## src/design/ndb_pkg.sv

```systemverilog
// Shared types, codes and constants for the neighbor discovery backoff block.
package ndb_pkg;

   localparam int PERIOD_W    = 12;
   localparam int MAC_W       = 48;
   localparam int IP_W        = 32;
   localparam int RND_W       = 16;
   localparam int REQ_W       = 3;
   localparam int COUNT_OUT_W = 7;
   localparam int SUM_W       = PERIOD_W + 1;
   localparam int DIV_CNT_W   = $clog2(RND_W + 1);

   localparam logic [SUM_W-1:0]    PERIOD_CAP = SUM_W'(3600);
   localparam logic [SUM_W-1:0]    MIN_DELAY  = SUM_W'(2);
   localparam logic [PERIOD_W-1:0] DELAY_MAX  = '1;

   typedef enum logic [REQ_W-1:0] {
      REQ_START   = 3'd0,
      REQ_TIMER   = 3'd1,
      REQ_ANNOUNC = 3'd2,
      REQ_DISABLE = 3'd3,
      REQ_ENABLE  = 3'd4
   } req_code_type;

   typedef enum logic [1:0] {
      ST_IDLE,
      ST_WORK,
      ST_COMMIT
   } ndb_state_type;

   // controller -> datapath
   typedef struct packed {
      logic load;
      logic run;
      logic commit;
   } ndb_cmd_type;

   // datapath -> controller
   typedef struct packed {
      logic scan_done;
      logic div_done;
      logic out_free;
   } ndb_sts_type;

   function automatic logic [PERIOD_W-1:0] sat_delay(input logic [SUM_W-1:0] d);
      logic [PERIOD_W-1:0] r;
      r = (d > {1'b0, DELAY_MAX}) ? DELAY_MAX : d[PERIOD_W-1:0];
      return r;
   endfunction

endpackage

```

## src/design/ndb_if.sv

```systemverilog
// Channel interfaces: event requests, results and the period register write.
interface ndb_req_if import ndb_pkg::*; ();
   logic                valid;
   logic                ready;
   logic [REQ_W-1:0]    req_type;
   logic [MAC_W-1:0]    neighbor_mac;
   logic [IP_W-1:0]     neighbor_ip;
   logic [RND_W-1:0]    random_value;

   modport source (output valid, req_type, neighbor_mac, neighbor_ip, random_value,
                   input ready);
   modport sink   (input valid, req_type, neighbor_mac, neighbor_ip, random_value,
                   output ready);
endinterface

interface ndb_rsp_if import ndb_pkg::*; ();
   logic                   valid;
   logic                   ready;
   logic                   send_announce;
   logic                   cancel_timer;
   logic                   arm_timer;
   logic [PERIOD_W-1:0]    timer_delay;
   logic                   new_neighbor;
   logic [IP_W-1:0]        new_neighbor_ip;
   logic                   shutdown_request;
   logic [COUNT_OUT_W-1:0] neighbor_count;
   logic                   table_full;

   modport source (output valid, send_announce, cancel_timer, arm_timer, timer_delay,
                   new_neighbor, new_neighbor_ip, shutdown_request, neighbor_count,
                   table_full,
                   input ready);
   modport sink   (input valid, send_announce, cancel_timer, arm_timer, timer_delay,
                   new_neighbor, new_neighbor_ip, shutdown_request, neighbor_count,
                   table_full,
                   output ready);
endinterface

interface ndb_csr_if import ndb_pkg::*; ();
   logic                valid;
   logic                ready;
   logic [PERIOD_W-1:0] announce_period;

   modport source (output valid, announce_period, input ready);
   modport sink   (input valid, announce_period, output ready);
endinterface

```

## src/design/ndb_ctrl.sv

```systemverilog
// Sequencing state machine: accept, scan and divide, commit the result beat.
module ndb_ctrl import ndb_pkg::*; (
   input  logic        clock,
   input  logic        reset,
   input  logic        req_valid,
   output logic        req_ready,
   input  ndb_sts_type sts,
   output ndb_cmd_type cmd
);

   ndb_state_type state_ff, state_in;

   always_ff @(posedge clock) begin
      if (reset) begin
         state_ff <= ST_IDLE;
      end else begin
         state_ff <= state_in;
      end
   end

   always_comb begin
      state_in = state_ff;
      case (state_ff)
         ST_IDLE: begin
            if (req_valid) state_in = ST_WORK;
         end
         ST_WORK: begin
            if (sts.scan_done && sts.div_done) state_in = ST_COMMIT;
         end
         ST_COMMIT: begin
            if (sts.out_free) state_in = ST_IDLE;
         end
         default: state_in = ST_IDLE;
      endcase
   end

   always_comb begin
      req_ready  = 1'b0;
      cmd.load   = 1'b0;
      cmd.run    = 1'b0;
      cmd.commit = 1'b0;
      case (state_ff)
         ST_IDLE: begin
            req_ready = 1'b1;
            cmd.load  = req_valid;
         end
         ST_WORK:   cmd.run    = 1'b1;
         ST_COMMIT: cmd.commit = sts.out_free;
         default: ;
      endcase
   end

   a_commit_after_work: assert property (@(posedge clock) disable iff (reset)
      cmd.commit |-> $past(state_ff) == ST_WORK || $past(state_ff) == ST_COMMIT)
      else $error("commit without finished work");

   a_done_before_commit: assert property (@(posedge clock) disable iff (reset)
      (state_ff == ST_WORK && state_in == ST_COMMIT) |-> sts.scan_done && sts.div_done)
      else $error("left work before scan and divide finished");

   a_load_starts_work: assert property (@(posedge clock) disable iff (reset)
      cmd.load |=> state_ff == ST_WORK)
      else $error("accepted beat did not start work");

endmodule

```

## src/design/ndb_dp.sv

```systemverilog
// Datapath: event latch, MAC table scan, remainder unit, state and result register.
module ndb_dp import ndb_pkg::*; #(
   parameter int TABLE_DEPTH = 64
) (
   input  logic             clock,
   input  logic             reset,
   input  ndb_cmd_type      cmd,
   output ndb_sts_type      sts,
   input  logic [REQ_W-1:0] req_type,
   input  logic [MAC_W-1:0] neighbor_mac,
   input  logic [IP_W-1:0]  neighbor_ip,
   input  logic [RND_W-1:0] random_value,
   ndb_csr_if.sink          csr,
   ndb_rsp_if.source        rsp
);

   localparam int CNT_W  = $clog2(TABLE_DEPTH + 1);
   localparam int ADDR_W = (TABLE_DEPTH > 1) ? $clog2(TABLE_DEPTH) : 1;

   // latched event
   logic [REQ_W-1:0] type_ff;
   logic [MAC_W-1:0] mac_ff;
   logic [IP_W-1:0]  ip_ff;
   logic [RND_W-1:0] rnd_ff;

   // block state
   logic [PERIOD_W-1:0] period_ff;
   logic [PERIOD_W-1:0] cur_ff, cur_in;
   logic                en_ff, en_in;
   logic [CNT_W-1:0]    count_ff, count_in;

   // table and scan
   logic [MAC_W-1:0]  mac_mem [TABLE_DEPTH];
   logic [MAC_W-1:0]  rd_data_ff;
   logic              rd_valid_ff;
   logic [CNT_W-1:0]  scan_idx_ff;
   logic              known_ff;
   logic              table_wr;

   // remainder unit
   logic [PERIOD_W-1:0]  rem_ff;
   logic [RND_W-1:0]     dvd_ff;
   logic [DIV_CNT_W-1:0] div_cnt_ff;
   logic [SUM_W-1:0]     rem_shift;
   logic [PERIOD_W-1:0]  rem_next;

   // result register
   logic                   rsp_valid_ff;
   logic                   send_ff, send_in;
   logic                   cancel_ff, cancel_in;
   logic                   arm_ff, arm_in;
   logic [PERIOD_W-1:0]    delay_ff, delay_in;
   logic                   fresh_ff, fresh_in;
   logic [IP_W-1:0]        fresh_ip_ff, fresh_ip_in;
   logic                   shut_ff, shut_in;
   logic                   full_ff, full_in;

   logic [PERIOD_W-1:0] rnd_mod;
   logic [PERIOD_W-1:0] restart_delay;
   logic [SUM_W-1:0]    dbl;
   logic [PERIOD_W-1:0] backoff_period;
   logic [PERIOD_W-1:0] backoff_delay;
   logic                has_room;

   assign csr.ready = 1'b1;

   always_ff @(posedge clock) begin
      if (reset) begin
         period_ff <= PERIOD_W'(10);
      end else if (csr.valid) begin
         period_ff <= csr.announce_period;
      end
   end

   always_ff @(posedge clock) begin
      if (cmd.load) begin
         type_ff <= req_type;
         mac_ff  <= neighbor_mac;
         ip_ff   <= neighbor_ip;
         rnd_ff  <= random_value;
      end
   end

   // Linear scan: one entry per cycle through the registered read port.
   always_ff @(posedge clock) begin
      if (table_wr) begin
         mac_mem[count_ff[ADDR_W-1:0]] <= mac_ff;
      end
      rd_data_ff <= mac_mem[scan_idx_ff[ADDR_W-1:0]];
   end

   always_ff @(posedge clock) begin
      if (reset) begin
         scan_idx_ff <= '0;
         rd_valid_ff <= 1'b0;
         known_ff    <= 1'b0;
      end else if (cmd.load) begin
         scan_idx_ff <= '0;
         rd_valid_ff <= 1'b0;
         known_ff    <= 1'b0;
      end else if (cmd.run) begin
         rd_valid_ff <= (scan_idx_ff < count_ff);
         if (scan_idx_ff < count_ff) scan_idx_ff <= scan_idx_ff + 1'b1;
         if (rd_valid_ff && rd_data_ff == mac_ff) known_ff <= 1'b1;
      end
   end

   // Restoring remainder, one dividend bit per cycle.
   assign rem_shift = {rem_ff, dvd_ff[RND_W-1]};
   assign rem_next  = (rem_shift >= {1'b0, period_ff}) ?
                      PERIOD_W'(rem_shift - {1'b0, period_ff}) : rem_shift[PERIOD_W-1:0];

   always_ff @(posedge clock) begin
      if (reset) begin
         div_cnt_ff <= '0;
      end else if (cmd.load) begin
         div_cnt_ff <= '0;
      end else if (cmd.run && !sts.div_done) begin
         div_cnt_ff <= div_cnt_ff + 1'b1;
      end
   end

   always_ff @(posedge clock) begin
      if (cmd.load) begin
         rem_ff <= '0;
         dvd_ff <= random_value;
      end else if (cmd.run && !sts.div_done) begin
         rem_ff <= rem_next;
         dvd_ff <= {dvd_ff[RND_W-2:0], 1'b0};
      end
   end

   assign sts.scan_done = (scan_idx_ff == count_ff) && !rd_valid_ff;
   assign sts.div_done  = (div_cnt_ff == DIV_CNT_W'(RND_W));
   assign sts.out_free  = !rsp_valid_ff || rsp.ready;

   // result of the event
   assign rnd_mod        = (period_ff == '0) ? '0 : rem_ff;
   assign restart_delay  = sat_delay({1'b0, rnd_mod} + MIN_DELAY);
   assign dbl            = {cur_ff, 1'b0};
   assign backoff_period = (dbl < PERIOD_CAP) ? dbl[PERIOD_W-1:0] : cur_ff;
   assign backoff_delay  = sat_delay({1'b0, backoff_period} + SUM_W'(rnd_ff[0]));
   assign has_room       = (count_ff < CNT_W'(TABLE_DEPTH));

   always_comb begin
      send_in     = 1'b0;
      cancel_in   = 1'b0;
      arm_in      = 1'b0;
      delay_in    = '0;
      fresh_in    = 1'b0;
      fresh_ip_in = '0;
      shut_in     = 1'b0;
      full_in     = 1'b0;
      cur_in      = cur_ff;
      en_in       = en_ff;
      count_in    = count_ff;
      table_wr    = 1'b0;
      case (type_ff)
         REQ_START: begin
            send_in  = 1'b1;
            cur_in   = period_ff;
            arm_in   = 1'b1;
            delay_in = period_ff;
         end
         REQ_TIMER: begin
            if (en_ff) begin
               send_in  = 1'b1;
               cur_in   = backoff_period;
               arm_in   = 1'b1;
               delay_in = backoff_delay;
            end
         end
         REQ_ANNOUNC: begin
            if (!known_ff) begin
               if (has_room) begin
                  table_wr    = cmd.commit;
                  count_in    = count_ff + 1'b1;
                  fresh_in    = 1'b1;
                  fresh_ip_in = ip_ff;
                  if (en_ff) begin
                     cancel_in = 1'b1;
                     cur_in    = period_ff;
                     arm_in    = 1'b1;
                     delay_in  = restart_delay;
                  end
               end else begin
                  full_in = 1'b1;
               end
            end
         end
         REQ_DISABLE: begin
            if (en_ff) begin
               en_in     = 1'b0;
               cancel_in = 1'b1;
               shut_in   = 1'b1;
            end
         end
         REQ_ENABLE: begin
            if (!en_ff) begin
               en_in    = 1'b1;
               cur_in   = period_ff;
               arm_in   = 1'b1;
               delay_in = restart_delay;
            end
         end
         default: ;
      endcase
   end

   always_ff @(posedge clock) begin
      if (reset) begin
         cur_ff       <= '0;
         en_ff        <= 1'b1;
         count_ff     <= '0;
         rsp_valid_ff <= 1'b0;
      end else begin
         if (cmd.commit) begin
            cur_ff   <= cur_in;
            en_ff    <= en_in;
            count_ff <= count_in;
         end
         if (cmd.commit) begin
            rsp_valid_ff <= 1'b1;
         end else if (rsp.ready) begin
            rsp_valid_ff <= 1'b0;
         end
      end
   end

   always_ff @(posedge clock) begin
      if (cmd.commit) begin
         send_ff     <= send_in;
         cancel_ff   <= cancel_in;
         arm_ff      <= arm_in;
         delay_ff    <= delay_in;
         fresh_ff    <= fresh_in;
         fresh_ip_ff <= fresh_ip_in;
         shut_ff     <= shut_in;
         full_ff     <= full_in;
      end
   end

   assign rsp.valid            = rsp_valid_ff;
   assign rsp.send_announce    = send_ff;
   assign rsp.cancel_timer     = cancel_ff;
   assign rsp.arm_timer        = arm_ff;
   assign rsp.timer_delay      = delay_ff;
   assign rsp.new_neighbor     = fresh_ff;
   assign rsp.new_neighbor_ip  = fresh_ip_ff;
   assign rsp.shutdown_request = shut_ff;
   assign rsp.neighbor_count   = COUNT_OUT_W'(count_ff);
   assign rsp.table_full       = full_ff;

   a_count_bound: assert property (@(posedge clock) disable iff (reset)
      count_ff <= CNT_W'(TABLE_DEPTH))
      else $error("neighbor count beyond table depth");

   a_store_counts: assert property (@(posedge clock) disable iff (reset)
      table_wr |=> count_ff == $past(count_ff) + 1'b1 && rsp.new_neighbor)
      else $error("table write without count step and report");

   a_no_overwrite: assert property (@(posedge clock) disable iff (reset)
      cmd.commit |-> !rsp_valid_ff || rsp.ready)
      else $error("result register overwritten while held");

endmodule

```

## src/design/neighbor_discovery_backoff_core.sv

```systemverilog
// Neighbor discovery backoff core: top level joining controller and datapath.
// One event beat is handled at a time. After a beat is taken the core scans the
// stored MAC entries one per cycle through the table's registered read port
// while a 16-step restoring remainder unit forms random_value mod
// announce_period; the result beat is registered once both have finished and
// the result register is free. At most TABLE_DEPTH neighbors are stored.
// The next event beat is taken the cycle after the result is registered, even
// while that result still waits. The MAC table needs no clearing after reset:
// only entries below the count are read. announce_period may be written only
// while the core is idle.
module neighbor_discovery_backoff_core import ndb_pkg::*; #(
   parameter int TABLE_DEPTH = 64
) (
   input  logic       clock,
   input  logic       reset,
   ndb_req_if.sink    req_chan,
   ndb_rsp_if.source  rsp_chan,
   ndb_csr_if.sink    csr_chan
);

   ndb_cmd_type cmd;
   ndb_sts_type sts;
   logic        req_ready;

   assign req_chan.ready = req_ready;

   ndb_ctrl u_ctrl (
      .clock     (clock),
      .reset     (reset),
      .req_valid (req_chan.valid),
      .req_ready (req_ready),
      .sts       (sts),
      .cmd       (cmd)
   );

   ndb_dp #(
      .TABLE_DEPTH (TABLE_DEPTH)
   ) u_dp (
      .clock        (clock),
      .reset        (reset),
      .cmd          (cmd),
      .sts          (sts),
      .req_type     (req_chan.req_type),
      .neighbor_mac (req_chan.neighbor_mac),
      .neighbor_ip  (req_chan.neighbor_ip),
      .random_value (req_chan.random_value),
      .csr          (csr_chan),
      .rsp          (rsp_chan)
   );

endmodule
```

## src/flat_wrapper.sv

```systemverilog
// flat-port wrapper written by rule: the top's interface ports become plain ports
module neighbor_discovery_backoff_core_flat import ndb_pkg::*;
#(
   parameter int TABLE_DEPTH = 64
)
  (clock, reset, req_chan_valid, req_chan_req_type, req_chan_neighbor_mac, req_chan_neighbor_ip, req_chan_random_value, req_chan_ready, rsp_chan_valid, rsp_chan_send_announce, rsp_chan_cancel_timer, rsp_chan_arm_timer, rsp_chan_timer_delay, rsp_chan_new_neighbor, rsp_chan_new_neighbor_ip, rsp_chan_shutdown_request, rsp_chan_neighbor_count, rsp_chan_table_full, rsp_chan_ready, csr_chan_valid, csr_chan_announce_period, csr_chan_ready);
  ndb_req_if req_chan_i ();
  ndb_rsp_if rsp_chan_i ();
  ndb_csr_if csr_chan_i ();
  input  logic clock;
  input  logic reset;
  input wire logic [$bits(req_chan_i.valid)-1:0] req_chan_valid;
  input wire logic [$bits(req_chan_i.req_type)-1:0] req_chan_req_type;
  input wire logic [$bits(req_chan_i.neighbor_mac)-1:0] req_chan_neighbor_mac;
  input wire logic [$bits(req_chan_i.neighbor_ip)-1:0] req_chan_neighbor_ip;
  input wire logic [$bits(req_chan_i.random_value)-1:0] req_chan_random_value;
  output wire logic [$bits(req_chan_i.ready)-1:0] req_chan_ready;
  output wire logic [$bits(rsp_chan_i.valid)-1:0] rsp_chan_valid;
  output wire logic [$bits(rsp_chan_i.send_announce)-1:0] rsp_chan_send_announce;
  output wire logic [$bits(rsp_chan_i.cancel_timer)-1:0] rsp_chan_cancel_timer;
  output wire logic [$bits(rsp_chan_i.arm_timer)-1:0] rsp_chan_arm_timer;
  output wire logic [$bits(rsp_chan_i.timer_delay)-1:0] rsp_chan_timer_delay;
  output wire logic [$bits(rsp_chan_i.new_neighbor)-1:0] rsp_chan_new_neighbor;
  output wire logic [$bits(rsp_chan_i.new_neighbor_ip)-1:0] rsp_chan_new_neighbor_ip;
  output wire logic [$bits(rsp_chan_i.shutdown_request)-1:0] rsp_chan_shutdown_request;
  output wire logic [$bits(rsp_chan_i.neighbor_count)-1:0] rsp_chan_neighbor_count;
  output wire logic [$bits(rsp_chan_i.table_full)-1:0] rsp_chan_table_full;
  input wire logic [$bits(rsp_chan_i.ready)-1:0] rsp_chan_ready;
  input wire logic [$bits(csr_chan_i.valid)-1:0] csr_chan_valid;
  input wire logic [$bits(csr_chan_i.announce_period)-1:0] csr_chan_announce_period;
  output wire logic [$bits(csr_chan_i.ready)-1:0] csr_chan_ready;
  assign req_chan_i.valid = req_chan_valid;
  assign req_chan_i.req_type = req_chan_req_type;
  assign req_chan_i.neighbor_mac = req_chan_neighbor_mac;
  assign req_chan_i.neighbor_ip = req_chan_neighbor_ip;
  assign req_chan_i.random_value = req_chan_random_value;
  assign req_chan_ready = req_chan_i.ready;
  assign rsp_chan_valid = rsp_chan_i.valid;
  assign rsp_chan_send_announce = rsp_chan_i.send_announce;
  assign rsp_chan_cancel_timer = rsp_chan_i.cancel_timer;
  assign rsp_chan_arm_timer = rsp_chan_i.arm_timer;
  assign rsp_chan_timer_delay = rsp_chan_i.timer_delay;
  assign rsp_chan_new_neighbor = rsp_chan_i.new_neighbor;
  assign rsp_chan_new_neighbor_ip = rsp_chan_i.new_neighbor_ip;
  assign rsp_chan_shutdown_request = rsp_chan_i.shutdown_request;
  assign rsp_chan_neighbor_count = rsp_chan_i.neighbor_count;
  assign rsp_chan_table_full = rsp_chan_i.table_full;
  assign rsp_chan_i.ready = rsp_chan_ready;
  assign csr_chan_i.valid = csr_chan_valid;
  assign csr_chan_i.announce_period = csr_chan_announce_period;
  assign csr_chan_ready = csr_chan_i.ready;
  neighbor_discovery_backoff_core #(.TABLE_DEPTH(TABLE_DEPTH)) u_core (.clock(clock), .reset(reset), .req_chan(req_chan_i), .rsp_chan(rsp_chan_i), .csr_chan(csr_chan_i));
endmodule
```

## config.mk

```make
export PLATFORM = sky130hd
export DESIGN_NAME = neighbor_discovery_backoff_core_flat
export DESIGN_NICKNAME = d
export VERILOG_FILES = /design/src/design/ndb_pkg.sv /design/src/design/ndb_if.sv /design/src/design/ndb_ctrl.sv /design/src/design/ndb_dp.sv /design/src/design/neighbor_discovery_backoff_core.sv /design/src/flat_wrapper.sv
export SDC_FILE = /design/constraint.sdc
export NUM_CORES = 2
export LEC_CHECK = 0
export BUFFER_PORTS_ARGS = -buffer_cell sky130_fd_sc_hd__buf_2
export CORE_ASPECT_RATIO = 0.8
export CORE_MARGIN = 3
export CORE_UTILIZATION = 40
export CTS_BUF_LIST = sky130_fd_sc_hd__clkbuf_8
export DETAILED_ROUTE_END_ITERATION = 16
export PLACE_DENSITY = 0.54
export SLEW_MARGIN = 30
export SYNTH_ARGS = -nofsm -noshare
export SYNTH_HDL_FRONTEND = slang
export SYNTH_SLANG_ARGS = --single-unit
```

## constraint.sdc

```tcl
create_clock -name clock -period 6.5 [get_ports clock]
set_input_delay 1.3 -clock clock [delete_from_list [all_inputs] [get_ports clock]]
set_output_delay 1.3 -clock clock [all_outputs]
set_load 0.02 [all_outputs]
```

# Word level (Yosys, flattened, before mapping)
# Memories as Yosys holds them, arrays and structs flattened. A register that Yosys moved wholly into a read port is not among the register bits.
# Cells that the tools add are included.
# classes
n_reduce_logical	24
n_eq_ne	17
n_addsub	6
magnitude_cmp	6
bitwise_logic	3
muxes	44
# ops
op	n
2-to-1 mux 12 bit	15
one-hot mux 12 bit (4 select lines)	2
== test 48 bit	1
2-to-1 mux 16 bit	2
greater-than comparator 13 x 12 -> 1 bit, second input constant	2
2-to-1 mux 1 bit	17
inequality test 2 bit, second input constant	8
adder 7 x 1 -> 7 bit, second input constant	2
adder 12 x 1 -> 13 bit	1
adder 12 x 2 -> 13 bit, second input constant	1
greater-or-equal comparator 13 x 12 -> 1 bit	1
less-than comparator 13 x 12 -> 1 bit, second input constant	1
logical NOT 12 bit	1
subtractor 12 bit	1
== test 7 bit	1
less-than comparator 7 bit	1
less-than comparator 7 bit, second input constant	1
AND reduction 7 bit	1
== test 3 x 2 -> 1 bit, second input constant	2
2-to-1 mux 2 bit	3
one-hot mux 1 bit (2 select lines)	3
one-hot mux 2 bit (3 select lines)	1
AND reduction 2 bit	3
nonzero test 2 bit	3
other kinds (18)	26
# totals
in_bits	116
output_inout_bits	60
ff_bits	211
mem_bits_rw	3072
n_memories	1
elab_cells	125
# mem_list
memory	words	width	rd	rd_clocked_by_memory_dff	wr	line	text
u_core.u_dp.mac_mem	64	48	1	1	1	ndb_dp.sv:33	logic [MAC_W-1:0] mac_mem [TABLE_DEPTH];

# Depth between registers and ports, before layout
# depth
word_depth	9
depth_mapped	12
ltp_nobuf	11

# Cells and area by module
# Synthesis repeated with hierarchy kept, for this count alone.
# unflattened
hier_cells	5742
hier_area_um2	126686.5
# modules_own_cells
mod	seq_area_each_um2	cells_per_inst	area_each_um2	n_inst
ndb_dp	98894.8	5729	126577.6	1
ndb_ctrl	40.0	13	108.9	1

# Worst setup path after synthesis
# OpenSTA, ideal clock, no wires.
# synth_timing
path_type	input -> register
start	input rsp_chan_ready
end	memory u_core.u_dp.mac_mem[62][0], enable pin
stages	5
t_arrival_ns	4.332
path_slack_ns	1.714
required_time_ns	6.046
setup_ns	0.454
n_path_buf	0
cell_sequence	nor2b_1 -> nor4_4 -> nor2b_1 -> nand3_1 -> nor2_1
# synth_via
elab_chain_cells	7
# synth_rtl
item	line	text
from (decl)	flat_wrapper.sv:28	input wire logic [$bits(rsp_chan_i.ready)-1:0] rsp_chan_ready;
logical OR 1 bit	ndb_dp.sv:135	assign sts.out_free = !rsp_valid_ff || rsp.ready;
2-to-1 mux 1 bit	ndb_ctrl.sv:42	case (state_ff)
2-to-1 mux 1 bit	ndb_dp.sv:175	if (has_room) begin
2-to-1 mux 1 bit	ndb_dp.sv:174	if (!known_ff) begin
2-to-1 mux 1 bit	ndb_dp.sv:158	case (type_ff)
2-to-1 mux 1 bit	ndb_dp.sv:86	if (table_wr) begin
2-to-1 mux 1 bit (not written as such)	ndb_dp.sv:87	mac_mem[count_ff[ADDR_W-1:0]] <= mac_ff;
to (decl)	ndb_dp.sv:33	
# Every way passes these cells.

# Worst setup path after layout
# layout_timing
start	register u_core.u_dp.type_ff[0]
end	memory u_core.u_dp.mac_mem[29][44], enable pin
# layout_via
elab_chain_cells	4
# layout_rtl
item	line	text
from (decl)	ndb_dp.sv:21	logic [REQ_W-1:0] type_ff;
from (signal assigned)	ndb_dp.sv:77	type_ff <= req_type;
== test 3 x 2 -> 1 bit	ndb_dp.sv:158	
2-to-1 mux 1 bit	ndb_dp.sv:158	
2-to-1 mux 1 bit	ndb_dp.sv:86	
2-to-1 mux 1 bit (not written as such)	ndb_dp.sv:87	
# Every way passes these cells.

==> flow_summary.json <==
{
  "status": "completed",
  "antenna_found_initial": 38,
  "synth_warnings": 0,
  "die_h_um": 511,
  "dieArea_um2": 325000,
  "gr-usage-met3": 0.0589,
  "endpoint_kind": "flop",
  "synth_edf_count": 3222,
  "syn_avg_cell_area_um2": 23.2,
  "nFillCells": 26200,
  "synth_ff_type": "edfxtp_1",
  "r2r_setup_slack_ns": 2.26,
  "htreeDepth": 6,
  "clkLatencyLatePin_ns": 1.03,
  "clock_skew_ns": 0.0588,
  "grt_pass1_wl_mm": 498,
  "yosysTopAreaCell": "edfxtp_1",
  "cts_buffers": 527,
  "synth.yosys.seq_area_share": 0.776,
  "p_leak_nw": 44.4,
  "mostFrequentLayoutCell": "edfxtp_1",
  "use_met1": 0.329,
  "worst_ep_arrival_time_ns": 4.85,
  "synthCells": 5482,
  "ctsHoldBuffers": 0,
  "routabilityCongestion": 0.845,
  "io_pins": 176,
  "slew_headroom": 0.310,
  "worstSetupPathType": "reg -> reg",
  "ant_nets": 0,
  "grt_max_degree": 87,
  "core_region_area_um2": 316000,
  "pwr_density_cell_nw_per_um2": 284,
  "post_cts_resized": 0,
  "met2_usage": 0.315,
  "hold_viol": 0,
  "dpl_cell_area_um2": 135000,
  "synth_nets": 5626,
  "wl_per_cell_um": 33.4,
  "fin_tns_setup_ns": 0,
  "drt-pass1-iter-count": 5,
  "clock_sink_count": 3331,
  "port_buffers": 174,
  "post_cts_buffers": 0,
  "setup_viol": 0,
  "design_area_um2": 145000,
  "worst-endpoint-required_ns": 7.12,
  "syn_area_um2": 127000,
  "grt.busiest_layer": "met1",
  "viasPerCell": 5.78,
  "crit_path_start_kind": "flop",
  "cts_tree": "done",
  "nets": 6303,
  "cp_max_fo": 48,
  "layout-drive-gt1-share": 0.327,
  "synth_top_cell_area_share": 0.759,
  "drv_cap": 0,
  "fmaxAchievable_mhz": 236,
  "first_iter_violations": 8090,
  "syn2layout_area_growth_pct": 13.6,
  "fin_crit_sh": 0.652,
  "ys_types": 75,
  "vias": 62100,
  "grt_setup_unrepaired": "no",
  "grt_pass1_vias": 62100,
  "peakVddDrop_mv": 0.145,
  "maxSlewViolCount": 0,
  "clockRootBuffer": "clkbuf_8",
  "synthTopCellsByArea": "edfxtp_1, mux4_2, dfxtp_1, a22oi_1, clkbuf_1",
  "synth_async_sr_flop_share": 0,
  "clk_pin_slew_ns": 0.06,
  "dieWidth_um": 637,
  "cts_buffer_depth": 4,
  "synth_seq_cells": 3331,
  "seq_area_um2": 98900,
  "multiInputGateArea_um2": 27600,
  "initial_core_util": 0.404,
  "fin_crit_ns": 4.24,
  "grt_util_all_layers": 0.218,
  "num_rows": 184,
  "min_path_type": "in -> reg",
  "tightest_slew_ns": 1.03,
  "drt-total-wl_mm": 358,
  "final_cell_mix": "edfxtp_1, mux4_2, clkbuf_8",
  "dp_hpwl_mm": 213,
  "drc": 0,
  "overflow": 0
}
cell usage after synthesis (all sizes together) (16+ instances only):
master	n
clkbuf	176
and2	50
dfxtp	109
o21ai	41
a22oi	100
a21oi	43
nand4	24
nand2	127
mux2i	16
nand3	31
nor2	137
o211ai	16
mux4	960
buf	110
edfxtp	3222
xor2	45
xnor2	29
ha	27
inv	41
state kept, by name, indices dropped and copies added, names as in the netlist, 2 cells and up:
signal,flops
u_core.u_dp.mac_mem,3072
u_core.u_dp.mac_ff,48
u_core.u_dp.rd_data_ff,48
u_core.u_dp.ip_ff,32
u_core.u_dp.rsp.new_neighbor_ip,32
u_core.u_dp.dvd_ff,16
u_core.u_dp.cur_ff,12
u_core.u_dp.period_ff,12
u_core.u_dp.rem_ff,12
u_core.u_dp.rsp.timer_delay,12
u_core.u_dp.rsp.neighbor_count,7
u_core.u_dp.scan_idx_ff,7
u_core.u_dp.div_cnt_ff,5
u_core.u_dp.type_ff,3
u_core.u_ctrl.state_ff,2
path summary, 6_finish.rpt:
kind                                                 start                          end  cells after the start
worst max register to register      u_core.u_dp.type_ff[0]  u_core.u_dp.mac_mem[29][44]                      7
worst min-delay path               req_chan_neighbor_ip[1]         u_core.u_dp.ip_ff[1]                      1
worst min register to register  u_core.u_dp.scan_idx_ff[6]   u_core.u_dp.scan_idx_ff[6]                      2
worst max-delay path                u_core.u_dp.type_ff[0]  u_core.u_dp.mac_mem[29][44]                      7
layer usage:
layer | share of wire | vias to the layer above
met5 | 0.000064 | -
met4 | 0.021 | 4
met3 | 0.10 | 473
met2 | 0.44 | 2945
met1 | 0.44 | 33800
li1 | - | 24800
worst max-delay path, cell delays in order, from the launching register on:
cell and delay (ns):
edfxtp_1 0.47, or3b_1 0.49, nor4_4 0.68, and2_1 0.32
nand2_1 0.52, buf_4 0.39, nor2_4 0.10, buf_4 0.69
final cells by class:
cell class / count / area share
sequential: 3331 / 0.684
tap: 4185 / 0.0362
timing repair buffer: 434 / 0.0234
clock buffer: 553 / 0.0526
inverter: 41 / 0.00108
multi-input combinational: 1824 / 0.191
clock inverter: 352 / 0.0119
antenna: 12 / 0.000207
through the flow:
step | util | hold slack (ns) | worst slack [ns] | power [mW] | std cells
after floorplan | - | 0.462 | 1.71 | 24.7 | 5482
after global placement | 0.429 | 0.481 | 1.70 | 25.2 | 9813
after detailed placement | 0.429 | 0.489 | 1.73 | 25.3 | 9813
after CTS | 0.458 | 0.307 | 2.35 | 41.5 | 10700
after global routing | 0.458 | 0.363 | 2.23 | 42.6 | 10700
final | 0.459 | 0.452 | 2.26 | 41.1 | 10700
cell families after synthesis:
kind of cell | Yosys count | share of synthesized area
flip-flops | 3331 | 0.776
multiplexers | 991 | 0.172
AND/OR/NAND/NOR | 457 | 0.0174
buffers and inverters | 327 | 0.0110
AO/OA/AOI/OAI | 273 | 0.0151
XOR/XNOR | 74 | 0.00509
adder cells (fa/ha/maj) | 28 | 0.00281
other | 1 | 0.0000294
report_power, final:
| group | switching [mW] | total [mW] | internal (mW) |
|---|---|---|---|
| clock | 8.19 | 16.3 | 8.12 |
| sequential | 0.119 | 23.7 | 23.6 |
| combinational | 0.795 | 1.07 | 0.279 |
| total | 9.10 | 41.1 | 32.0 |
Note: power is estimated with default switching activity, not from simulation.
